## config.mk

```make
export PLATFORM = sky130hd
export DESIGN_NAME = lfga_ctrl
export DESIGN_NICKNAME = d
export VERILOG_FILES = /design/src/rtl/core/lfga_pkg.sv /design/src/rtl/core/lfga_ctrl.sv
export SDC_FILE = /design/constraint.sdc
export NUM_CORES = 1
export LEC_CHECK = 0
export ABC_AREA = 1
export BUFFER_PORTS_ARGS = -buffer_cell sky130_fd_sc_hd__buf_2
export CORE_AREA = 5 5 46 48
export CTS_CLUSTER_DIAMETER = 80
export DETAILED_ROUTE_END_ITERATION = 10
export DIE_AREA = 0 0 51 53
export GPL_TIMING_DRIVEN = 0
export PLACE_DENSITY_LB_ADDON = 0.25
export SLEW_MARGIN = 25
export SYNTH_ARGS = -nofsm -noshare
export SYNTH_HDL_FRONTEND = slang
export SYNTH_SLANG_ARGS = --single-unit
export TNS_END_PERCENT = 50
```

## constraint.sdc

```tcl
create_clock -name clk -period 1.1 [get_ports clk]
set_clock_uncertainty 0.05 [all_clocks]
set_input_delay 0.22 -clock clk [delete_from_list [all_inputs] [get_ports clk]]
set_output_delay 0.22 -clock clk [all_outputs]
set_load 0.005 [all_outputs]
```

## src/rtl/core/lfga_pkg.sv

```systemverilog
// lowest free gate allocator: shared constants, widths and the command/status structs
// no dependencies; imported by every other file of the block but lfga_ram
`default_nettype none

package lfga_pkg;

    localparam int GATES      = 256;
    localparam int GATE_W     = (GATES > 1) ? $clog2(GATES) : 1;
    localparam int CNT_W      = $clog2(GATES + 1);
    localparam int TIME_W     = 32;
    localparam int COUNT_W    = 24;
    localparam int ENTRY_W    = TIME_W + COUNT_W;
    localparam int SUM_W      = COUNT_W + GATE_W + 1;
    localparam int TOTAL_W    = 25;
    localparam int CFG_W      = 9;
    localparam int GATE_NUM_W = 9;

    localparam logic [COUNT_W-1:0] COUNT_MAX = {COUNT_W{1'b1}};
    localparam logic [TOTAL_W-1:0] TOTAL_MAX = {TOTAL_W{1'b1}};
    localparam logic [CFG_W-1:0]   CFG_RESET = CFG_W'(256);

    localparam logic FUNC_PLACE  = 1'b0;
    localparam logic FUNC_REPORT = 1'b1;

    typedef struct packed {
        logic clear;
        logic start;
        logic req_scan;
        logic sum_scan;
        logic walk_scan;
        logic load_out;
    } cmd_t;

    typedef struct packed {
        logic hit;
        logic done;
        logic clr_last;
    } sts_t;

endpackage

`default_nettype wire

```

## src/rtl/core/lfga_ctrl.sv

```systemverilog
// sequencer: clearing pass, request scan, two-pass report walk, result hand-off
// depends on lfga_pkg for cmd_t and sts_t
`default_nettype none

module lfga_ctrl import lfga_pkg::*; (
    input  wire logic clk,
    input  wire logic rst_n,
    input  wire logic in_valid,
    input  wire logic in_func,
    output logic      in_ready,
    output logic      out_valid,
    input  wire logic out_ready,
    output cmd_t      cmd,
    input  wire sts_t sts
);

    localparam logic [2:0] ST_CLEAR  = 3'd0;
    localparam logic [2:0] ST_IDLE   = 3'd1;
    localparam logic [2:0] ST_REQ    = 3'd2;
    localparam logic [2:0] ST_SUM    = 3'd3;
    localparam logic [2:0] ST_WALK   = 3'd4;
    localparam logic [2:0] ST_FINISH = 3'd5;

    logic [2:0] st_reg, st_next;
    logic       out_valid_reg, out_valid_next;
    logic       accept;
    logic       slot_free;

    assign accept    = in_valid && (st_reg == ST_IDLE);
    assign slot_free = !out_valid_reg || out_ready;

    always_comb
    begin
        st_next        = st_reg;
        cmd            = '0;
        out_valid_next = out_valid_reg && !out_ready;
        unique case (st_reg)
            ST_CLEAR:
            begin
                cmd.clear = 1'b1;
                if (sts.clr_last)
                begin
                    st_next = ST_IDLE;
                end
            end
            ST_IDLE:
            begin
                if (accept)
                begin
                    cmd.start = 1'b1;
                    st_next   = (in_func == FUNC_REPORT) ? ST_SUM : ST_REQ;
                end
            end
            ST_REQ:
            begin
                cmd.req_scan = 1'b1;
                if (sts.hit || sts.done)
                begin
                    st_next = ST_FINISH;
                end
            end
            ST_SUM:
            begin
                cmd.sum_scan = 1'b1;
                if (sts.done)
                begin
                    st_next = ST_WALK;
                end
            end
            ST_WALK:
            begin
                cmd.walk_scan = 1'b1;
                if (sts.done)
                begin
                    st_next = ST_FINISH;
                end
            end
            ST_FINISH:
            begin
                if (slot_free)
                begin
                    cmd.load_out   = 1'b1;
                    out_valid_next = 1'b1;
                    st_next        = ST_IDLE;
                end
            end
            default:
            begin
                st_next = ST_IDLE;
            end
        endcase
    end

    always_ff @(posedge clk or negedge rst_n)
    begin
        if (!rst_n)
        begin
            st_reg        <= ST_CLEAR;
            out_valid_reg <= 1'b0;
        end
        else
        begin
            st_reg        <= st_next;
            out_valid_reg <= out_valid_next;
        end
    end

    assign in_ready  = (st_reg == ST_IDLE);
    assign out_valid = out_valid_reg;

endmodule

`default_nettype wire

```

==> run_results.csv, run 1 <==
group,metric,value,unit
critical_path,path_depth,5,
clock_tree,insertion_delay,230,ps
cells_and_area,fin_util,0.388,
timing,setup_violations,10,
synthesis,synth-edff-count,0,
clock_tree,cts_inserted_buffers,3,
power_and_ir_drop,switching_share,0.431,
critical_path,cp.arrival,1180,ps
power_and_ir_drop,cellLeakagePower,0.385,nW
timing,setup-tns-final,-2640,ps
critical_path,crit_top_cell,"inv_2",
synthesis,synth_area_leaders,"dfrtp_1 (26%), nand2_1 (21%), inv_1 (8.8%)",
synthesis,synth_cell_types,16,
timing,fmax,0.688,GHz
synthesis,syn-instance-count,61,
synthesis,synthFlopType,"dfrtp_1",
die,start_util,0.230,
critical_path,cpPeakStageDelay,490,ps
detailed_routing,drc,0,
job,drv_cap,0,
critical_path,ff2ff_setup_slack,-180,ps
synthesis,ys_seq_elements,4,
power_and_ir_drop,power.total,1.68,mW
timing,worst_pin_slew,229,ps
die,die_w,51,um
outcome,violations,"setup timing",
critical_path,required,830,ps
cells_and_area,layout-drive-gt1-share,0.562,
critical_path,reg2reg_from,"st_reg[0]$_DFFE_PN0P_",
global_route,use_met3,0.0282,
placement,port_buffers,15,
die,dieArea,2700,um2
detailed_routing,ant_nets,0,
clock_tree,clk_pin_slew_worst_paths,40,ps
placement,dp_hpwl,714,um
die,fp-row-count,15,
global_route,grt_pass1_vias,410,
placement,pre_cts_slack,-134,ps
timing,fin_crit,1450,ps
cells_and_area,nNetsFinal,99,
synthesis,ys_top_cells_by_count,"nand2_1 (21), inv_1 (9), nand3_1 (6), nor2_1 (6), dfrtp_1 (4)",
power_and_ir_drop,internal_power,0.955,mW
timing,setup_ws,-353,ps
global_route,grt-ovfl-total,0,
power_and_ir_drop,p_clk_frac,0.108,
die,die_h,53,um
synthesis,yosysMostFrequentCell,"nand2_1",
critical_path,critPathTopFamily,"flip-flops",
detailed_routing,vias,439,
timing,hold_viol,0,
synthesis,synth-seq-area-share,0.261,
power_and_ir_drop,ir_worst_vdd,0.000703,V
cells_and_area,multi_input_area,236,um2
clock_tree,cts_sinks,4,
synthesis,syn-cell-area,384,um2
global_route,grt_util_met2,0.133,
timing,rsz0062_at_grt,"true",
timing,final_max_slew_viol_count,0,
cells_and_area,syn_to_final_growth,68.7,%
die,io_pins,16,
detailed_routing,wirelength,995,um
critical_path,end_kind,"primary output",
power_and_ir_drop,p_seq_frac,0.173,
clock_tree,h-tree-depth,1,
synthesis,ys_async_sr_fraction,1.00,
synthesis,synth_top_area_cell,"dfrtp_1",
cells_and_area,fillCellCount,187,
detailed_routing,wl_per_cell,9.39,um
cells_and_area,diodes,0,
synthesis,synth_fp_nets,69,
cells_and_area,largest_register_ffs,3,
placement,place_congestion,0.720,
global_route,grt_max_degree,9,
synthesis,synth.avg_cell_area,6.30,um2
cells_and_area,regArea,101,um2
global_route,busiest_layer,"met2",
critical_path,worstPathMaxFanout,7,
global_route,grt_use_total,0.0841,
power_and_ir_drop,p_comb_frac,0.719,
power_and_ir_drop,power.switching,0.722,mW
critical_path,crit_chain,"inv_2 > nor2_4 > inv_2 > nor2_2 > buf_2",
detailed_routing,dr.pass1.iters,1,
critical_path,endpoint,"cmd[3]",
critical_path,criticalPathCategory,"reg -> out",
critical_path,cp.buffers_inverters,3,
critical_path,r2r.worst_path.cells,9,
critical_path,cp_slowest_cell,"dfrtp_2",
outcome,outcome,"finished, violations left",
timing,max_slew_margin,0.847,
power_and_ir_drop,power_density,2590,nW/um2
global_route,grt_pass1_wl,1660,um
global_route,use_met1,0.0966,
detailed_routing,drt_iter0_drc,0,
worst_hold_path,hold_path_class,"in -> reg",
critical_path,critPathLaunch,"st_reg[1]$_DFFE_PN0P_",
detailed_routing,vias_per_cell,4.14,
clock_tree,root_buffer,"clkbuf_4",
global_route,antenna_found_initial,0,
die,core_area,1670,um2
clock_tree,cts_tree,"built",
clock_tree,cts_max_path_buffers,2,
synthesis,yosys_warnings,0,
synthesis,yosys.area.top_type_share,0.261,
timing,fin_crit_sh,1.32,
critical_path,start_kind,"flop",
critical_path,reg2reg_to,"st_reg[0]$_DFFE_PN0P_",
## metal layers
layer	part of all wire	wire length [um]
met2	0.50	498
met1	0.45	444
met4	0	0
met5	0	0
met3	0.053	53
## through the flow
stage          hold slack (ps)  cell area [um2]  cells
6_report                   132              648    106
5_1_grt                    130              648    106
4_1_cts                    127              599    104
3_5_place_dp             -19.2              487     93
3_3_place_gp             -20.7              487     93
2_1_floorplan             -126              390     61
## cell type report
| cell class | count | share of cell area |
|---|---|---|
| timing repair buffer | 25 | 0.278 |
| tap | 17 | 0.0328 |
| buffer | 2 | 0.0347 |
| multi-input combinational | 42 | 0.365 |
| sequential | 4 | 0.156 |
| clock buffer | 3 | 0.0347 |
| inverter | 13 | 0.0985 |
## worst register-to-register path, delay by kind of cell (launching register included)
family / cells / cell delay [ps]
AND/OR/NAND/NOR: 6 / 510
flip-flops: 1 / 360
buffers and inverters: 3 / 300
## how the worst min path moves through the flow
stage | from | to | slack (ps) | depth (start not counted)
final | out_ready | out_valid$_DFF_PN0_ | 130 | 2
after CTS | out_ready | out_valid$_DFF_PN0_ | 130 | 2
after global routing | out_ready | out_valid$_DFF_PN0_ | 130 | 2
after floorplan | rst_n | out_valid$_DFF_PN0_ | -130 | 0
after detailed placement | rst_n | out_valid$_DFF_PN0_ | -20 | 1
after global placement | rst_n | out_valid$_DFF_PN0_ | -20 | 1
## cells by family after synthesis
family,synth area share
buf+inv,0.225
compound gates,0.0130
flops,0.261
simple gates,0.502
## power groups by stage
stage,Sequential (mW),Combinational (mW),Clock (mW)
3_5_place_dp,0.280,0.822,0
3_3_place_gp,0.278,0.820,0
4_1_cts,0.286,1.03,0.192
5_1_grt,0.300,1.33,0.210
6_report,0.290,1.21,0.181
2_1_floorplan,0.270,0.606,0
## layout by cell type, fill, tap and decap left out, types with 3 or more instances in the layout
| cell type | instances |
|---|---|
| dfrtp_1 | 3 |
| nand2_2 | 5 |
| inv_2 | 4 |
| nand3_1 | 6 |
| inv_1 | 7 |
| nand2_1 | 17 |
| nor2_4 | 3 |
| buf_4 | 4 |
| clkbuf_4 | 3 |
| nor2_1 | 3 |
| buf_2 | 15 |
| nor2_2 | 3 |
| buf_6 | 6 |
## what timing repair did
action / in CTS / in global routing
endpoints found under the setup margin: 10 / 10
pin swaps: 4 / 9
hold endpoints to repair: 4 / 0
resized for setup: 7 / 11
setup buffers: 7 / 3
hold buffers: 1 / 0
No activity file was read; power rests on OpenSTA's default activity.
==> run 2, diff against run 1 <==
--- a/config.mk
+++ b/config.mk
@@ -5,12 +5,12 @@
 export SDC_FILE = /design/constraint.sdc
 export NUM_CORES = 1
 export LEC_CHECK = 0
-export ABC_AREA = 1
+export ABC_CLOCK_PERIOD_IN_PS = 1100
 export BUFFER_PORTS_ARGS = -buffer_cell sky130_fd_sc_hd__buf_2
-export CORE_AREA = 5 5 46 48
+export CORE_AREA = 2 2 39 41
 export CTS_CLUSTER_DIAMETER = 80
 export DETAILED_ROUTE_END_ITERATION = 10
-export DIE_AREA = 0 0 51 53
+export DIE_AREA = 0 0 41 43
 export GPL_TIMING_DRIVEN = 0
 export PLACE_DENSITY_LB_ADDON = 0.25
 export SLEW_MARGIN = 25
==> run_results.csv, run 2 <==
group,metric,value,unit
outcome,outcome,"finished, violations left",
outcome,violations,"setup timing",
critical_path,ff2ff_setup_slack,-130,ps
die,dieArea,1760,um2
detailed_routing,vias,310,
power_and_ir_drop,cellLeakagePower,0.259,nW
clock_tree,cts_inserted_buffers,3,
die,fp-row-count,14,
critical_path,reg2reg_from,"st_reg[2]$_DFFE_PN0P_",
cells_and_area,syn_to_final_growth,72.1,%
critical_path,worstPathMaxFanout,4,
power_and_ir_drop,ir_worst_vdd,0.00133,V
cells_and_area,diodes,0,
detailed_routing,drt_iter0_drc,2,
clock_tree,cts_sinks,4,
clock_tree,h-tree-depth,1,
job,drv_cap,0,
critical_path,reg2reg_to,"st_reg[0]$_DFFE_PN0P_",
timing,fin_crit_sh,1.26,
synthesis,synthSimpleGateAreaFrac,0.301,
clock_tree,cts_max_path_buffers,2,
detailed_routing,vias_per_cell,4.25,
timing,final_max_slew_viol_count,0,
synthesis,synth-edff-count,0,
synthesis,synth.avg_cell_area,8.84,um2
timing,hold_viol,0,
clock_tree,insertion_delay,240,ps
global_route,grt_pass1_vias,259,
timing,fin_crit,1390,ps
global_route,grt-ovfl-total,0,
critical_path,start_kind,"flop",
cells_and_area,regArea,103,um2
synthesis,syn-cell-area,283,um2
placement,place_congestion,0.724,
cells_and_area,layout-drive-gt1-share,0.667,
synthesis,synth_top_area_cell,"dfrtp_1",
worst_hold_path,hold_depth,3,
critical_path,cp.arrival,1120,ps
synthesis,synth_top_family_by_area,"simple AND/OR/NAND/NOR gates",
placement,post_dp_cell_area,385,um2
detailed_routing,wl_per_cell,9.48,um
clock_tree,root_buffer,"clkbuf_4",
critical_path,required,830,ps
timing,hold_slack,214,ps
synthesis,synth_area_leaders,"dfrtp_1 (35%), nor2_1 (8.0%), nand2b_1 (6.6%)",
synthesis,yosys.area.top_type_share,0.354,
synthesis,synth-seq-area-share,0.354,
die,core_area,1380,um2
synthesis,synthFlopType,"dfrtp_1",
synthesis,yosys_warnings,0,
clock_tree,cts_tree,"built",
synthesis,yosysMostFrequentCell,"nor2_1",
synthesis,synthMuxAreaShare,0.0531,
timing,fmax,0.722,GHz
die,die_w,41,um
power_and_ir_drop,power_density,2710,nW/um2
synthesis,ys_top_cells_by_count,"nor2_1 (6), dfrtp_1 (4), nand2b_1 (3)",
global_route,grt_max_degree,8,
synthesis,synth_fp_nets,40,
synthesis,ys_seq_elements,4,
placement,port_buffers,15,
placement,dp_hpwl,484,um
die,start_util,0.204,
detailed_routing,wirelength,692,um
critical_path,end_kind,"primary output",
synthesis,synth_cell_types,20,
critical_path,criticalPathCategory,"reg -> out",
synthesis,synth_xor_area_frac,0,
global_route,antenna_found_initial,0,
detailed_routing,ant_nets,0,
timing,setup_ws,-285,ps
cells_and_area,fillCellCount,153,
cells_and_area,design_area,487,um2
detailed_routing,dr.pass1.iters,4,
clock_tree,clk_pin_slew_worst_paths,40,ps
critical_path,r2r.worst_path.cells,4,
timing,worst_pin_slew,224,ps
worst_hold_path,min_from,"in_valid",
timing,max_slew_margin,0.851,
detailed_routing,drc,0,
timing,rsz0062_at_grt,"true",
synthesis,syn-instance-count,32,
synthesis,ys_async_sr_fraction,1.00,
synthesis,synth-adder-area-share,0,
cells_and_area,largest_register_ffs,3,
global_route,grt_pass1_wl,1050,um
timing,setup_violations,9,
worst_hold_path,hold_path_class,"in -> reg",
synthesis,synth_compound_area_frac,0.226,
cells_and_area,final_common_cell,"buf_2",
cells_and_area,nNetsFinal,67,
die,io_pins,16,
global_route,grt_use_total,0.0964,
cells_and_area,final_cell_mix,"buf_2 (15), buf_4 (6), nor2_1 (4), nand2b_1 (3), clkbuf_4 (3)",
cells_and_area,multi_input_area,189,um2
worst_hold_path,hold_end,"st_reg[1]$_DFFE_PN0P_",
die,die_h,43,um
critical_path,critPathLaunch,"st_reg[2]$_DFFE_PN0P_",
[run 2: metrics by stage]
step / instances / total power [mW] / setup WS, ps / setup TNS (ps) / util
detailed placement: 63 / 0.885 / -134 / -444 / 0.278
CTS: 72 / 1.28 / -319 / -1920 / 0.341
global placement: 63 / 0.892 / -138 / -467 / 0.278
floorplan: 32 / 0.698 / -0.744 / -0.744 / -
global route: 73 / 1.43 / -327 / -2220 / 0.352
finish: 73 / 1.32 / -285 / -1810 / 0.352
[run 2: power breakdown]
group	total (mW)	leakage [nW]	switching [mW]	internal [mW]
combinational	0.848	0.198	0.360	0.489
sequential	0.283	0.0475	0.0628	0.220
clock	0.188	0.0138	0.0653	0.122
total	1.32	0.259	0.488	0.831
[run 2: area by class of cell]
cell class / instances / share of cell area
inverter: 3 / 0.0231
sequential: 4 / 0.211
buffer: 1 / 0.0231
timing repair buffer: 22 / 0.267
clock buffer: 3 / 0.0463
multi-input combinational: 24 / 0.388
tap: 16 / 0.0411
[run 2: worst max-delay path: stages (launching register included)]
cell      delay, ps
dfrtp_2         420
nand2b_4        160
nor2_4           80
and2_1          120
buf_2           100
[run 2: per-layer routing]
layer / wire, um / up-vias / global-route usage
met1: 354 / 134 / 0.119
li1: - / 163 / -
met4: 0 / 0 / 0.100
met5: 0 / - / 0
met3: 44 / 0 / 0.0314
met2: 294 / 13 / 0.119
[run 2: cells by family (layout without fill, tap and decap cells)]
kind of cell | Yosys count | after routing
muxes | 1 | 1
and+or+nand+nor | 16 | 16
DFF | 4 | 4
AOI/OAI and AO/OA | 7 | 7
buffers and inverters | 4 | 29
[run 2: timing repair]
item,in CTS,in global routing
setup buffers,5,1
endpoints found under the setup margin,8,9
resized for setup,7,2
hold endpoints to repair,4,0
hold buffers,1,0
[run 2: worst max path at each step]
stage,end,slack [ps]
floorplan,cmd[4],-0.7
global placement,cmd[4],-140
detailed placement,cmd[4],-130
CTS,cmd[4],-320
global route,cmd[0],-330
finish,cmd[4],-290
==> run 3, diff against run 2 <==
--- a/config.mk
+++ b/config.mk
@@ -13,8 +13,8 @@
 export DIE_AREA = 0 0 41 43
 export GPL_TIMING_DRIVEN = 0
 export PLACE_DENSITY_LB_ADDON = 0.25
+export RECOVER_POWER = 100
 export SLEW_MARGIN = 25
 export SYNTH_ARGS = -nofsm -noshare
 export SYNTH_HDL_FRONTEND = slang
 export SYNTH_SLANG_ARGS = --single-unit
-export TNS_END_PERCENT = 50
==> run_results.csv, run 3 (same netlist as run 2, synthesis figures left out) <==
group,metric,value,unit
outcome,outcome,"finished, violations left",
outcome,violations,"setup timing",
timing,fin_crit,1380,ps
timing,setup_violations,9,
detailed_routing,wirelength,721,um
worst_hold_path,hold_path_class,"in -> reg",
critical_path,critPathLaunch,"st_reg[2]$_DFFE_PN0P_",
detailed_routing,dr.pass1.iters,4,
critical_path,r2r.worst_path.cells,4,
clock_tree,insertion_delay,240,ps
detailed_routing,drt_iter0_drc,2,
clock_tree,clk_pin_slew_worst_paths,40,ps
die,fp-row-count,14,
placement,post_dp_cell_area,385,um2
critical_path,cpPeakStageDelay,420,ps
die,die_w,41,um
power_and_ir_drop,power.total,1.35,mW
critical_path,required,830,ps
job,drv_cap,0,
global_route,grt_pass1_wl,1050,um
critical_path,reg2reg_from,"st_reg[2]$_DFFE_PN0P_",
clock_tree,cts_tree,"built",
timing,fmax,0.723,GHz
critical_path,crit_chain,"buf_4 > and3_2 > buf_2",
timing,rsz0062_at_grt,"true",
critical_path,cp_slowest_cell,"dfrtp_2",
clock_tree,root_buffer,"clkbuf_4",
global_route,grt-ovfl-total,0,
critical_path,worstPathMaxFanout,4,
cells_and_area,regArea,103,um2
power_and_ir_drop,ir_worst_vdd,0.00133,V
detailed_routing,dr_wl_met2,327,um
die,dieArea,1760,um2
detailed_routing,dr_wl_met3,45,um
power_and_ir_drop,power_density,2730,nW/um2
cells_and_area,layout-drive-gt1-share,0.632,
detailed_routing,vias,310,
global_route,grt_max_degree,8,
detailed_routing,vias_per_cell,4.25,
cells_and_area,largest_register_ffs,3,
clock_tree,h-tree-depth,1,
placement,place_congestion,0.724,
power_and_ir_drop,cellLeakagePower,0.253,nW
global_route,grt_pass1_vias,259,
placement,port_buffers,15,
worst_hold_path,hold_depth,3,
timing,hold_viol,0,
detailed_routing,wl_per_cell,9.88,um
worst_hold_path,min_from,"in_valid",
die,start_util,0.204,
cells_and_area,fillCellCount,154,
timing,max_slew_margin,0.858,
cells_and_area,design_area,495,um2
die,io_pins,16,
clock_tree,cts_sinks,4,
placement,dp_hpwl,484,um
global_route,antenna_found_initial,0,
cells_and_area,final_cell_mix,"buf_2 (13), buf_4 (6), nor2_1 (4), nand2b_1 (3), clkbuf_4 (3)",
detailed_routing,highest_layer,"met3",
die,die_h,43,um
cells_and_area,final_common_cell,"buf_2",
die,core_area,1380,um2
cells_and_area,syn_to_final_growth,75.2,%
placement,pre_cts_slack,-134,ps
detailed_routing,met1Wirelength,349,um
timing,setup_ws,-283,ps
critical_path,cp.arrival,1110,ps
critical_path,end_kind,"primary output",
clock_tree,cts_max_path_buffers,2,
timing,worst_pin_slew,212,ps
global_route,grt_use_total,0.0964,
timing,fin_crit_sh,1.26,
critical_path,start_kind,"flop",
clock_tree,cts_inserted_buffers,3,
critical_path,criticalPathCategory,"reg -> out",
cells_and_area,multi_input_area,200,um2
cells_and_area,nNetsFinal,67,
detailed_routing,ant_nets,0,
detailed_routing,drc,0,
timing,final_max_slew_viol_count,0,
cells_and_area,diodes,0,
-- run 3: final cells by class --
| class | count | share of cell area |
|---|---|---|
| Tap cell | 16 | 0.0404 |
| Timing Repair Buffer | 22 | 0.258 |
| Inverter | 3 | 0.0227 |
| Multi-Input combinational cell | 24 | 0.404 |
| Buffer | 1 | 0.0227 |
| Clock buffer | 3 | 0.0455 |
| Sequential cell | 4 | 0.207 |
-- run 3: what timing repair did --
| action | CTS | global route |
|---|---|---|
| setup endpoints to repair | 8 | 9 |
| pin swaps | 0 | 2 |
| endpoints found under the hold margin | 4 | 0 |
| gates cloned | 0 | 0 |
| hold buffers | 1 | 0 |
| gates resized for setup | 7 | 3 |
| setup buffers | 5 | 1 |
-- run 3: per-layer routing --
| layer | vias up | GRT usage |
|---|---|---|
| li1 | 163 | - |
| met1 | 134 | 0.119 |
| met2 | 13 | 0.119 |
| met3 | 0 | 0.0314 |
| met4 | 0 | 0.100 |
| met5 | - | 0 |
-- run 3: metrics by stage --
step	TNS, ps	hold slack [ps]	instances	utilization
6_report	-1840	214	73	0.358
5_1_grt	-2230	231	73	0.358
4_1_cts	-1920	212	72	0.341
3_5_place_dp	-444	-21.5	63	0.278
3_3_place_gp	-467	-22.0	63	0.278
2_1_floorplan	-0.744	-126	32	-
-- run 3: power breakdown --
group | total (mW) | switching (mW) | internal [mW] | leakage [nW]
sequential | 0.284 | 0.0636 | 0.220 | 0.0475
combinational | 0.879 | 0.380 | 0.499 | 0.192
clock | 0.188 | 0.0654 | 0.122 | 0.0138
-- run 3: critical path, delay by kind of cell, from the launching register on --
family / cells / cell delay, ps
and+or+nand+nor: 1 / 190
DFF: 1 / 420
buffers and inverters: 2 / 260
-- run 3: worst paths after layout --
kind                                         end  slack [ps]
setup / recovery                          cmd[1]        -280
hold / removal             st_reg[1]$_DFFE_PN0P_         210
setup reg to reg           st_reg[0]$_DFFE_PN0P_        -120
hold reg to reg            st_reg[1]$_DFFE_PN0P_         520
max in group asynchronous  st_reg[2]$_DFFE_PN0P_         520
min in group asynchronous  st_reg[1]$_DFFE_PN0P_         280
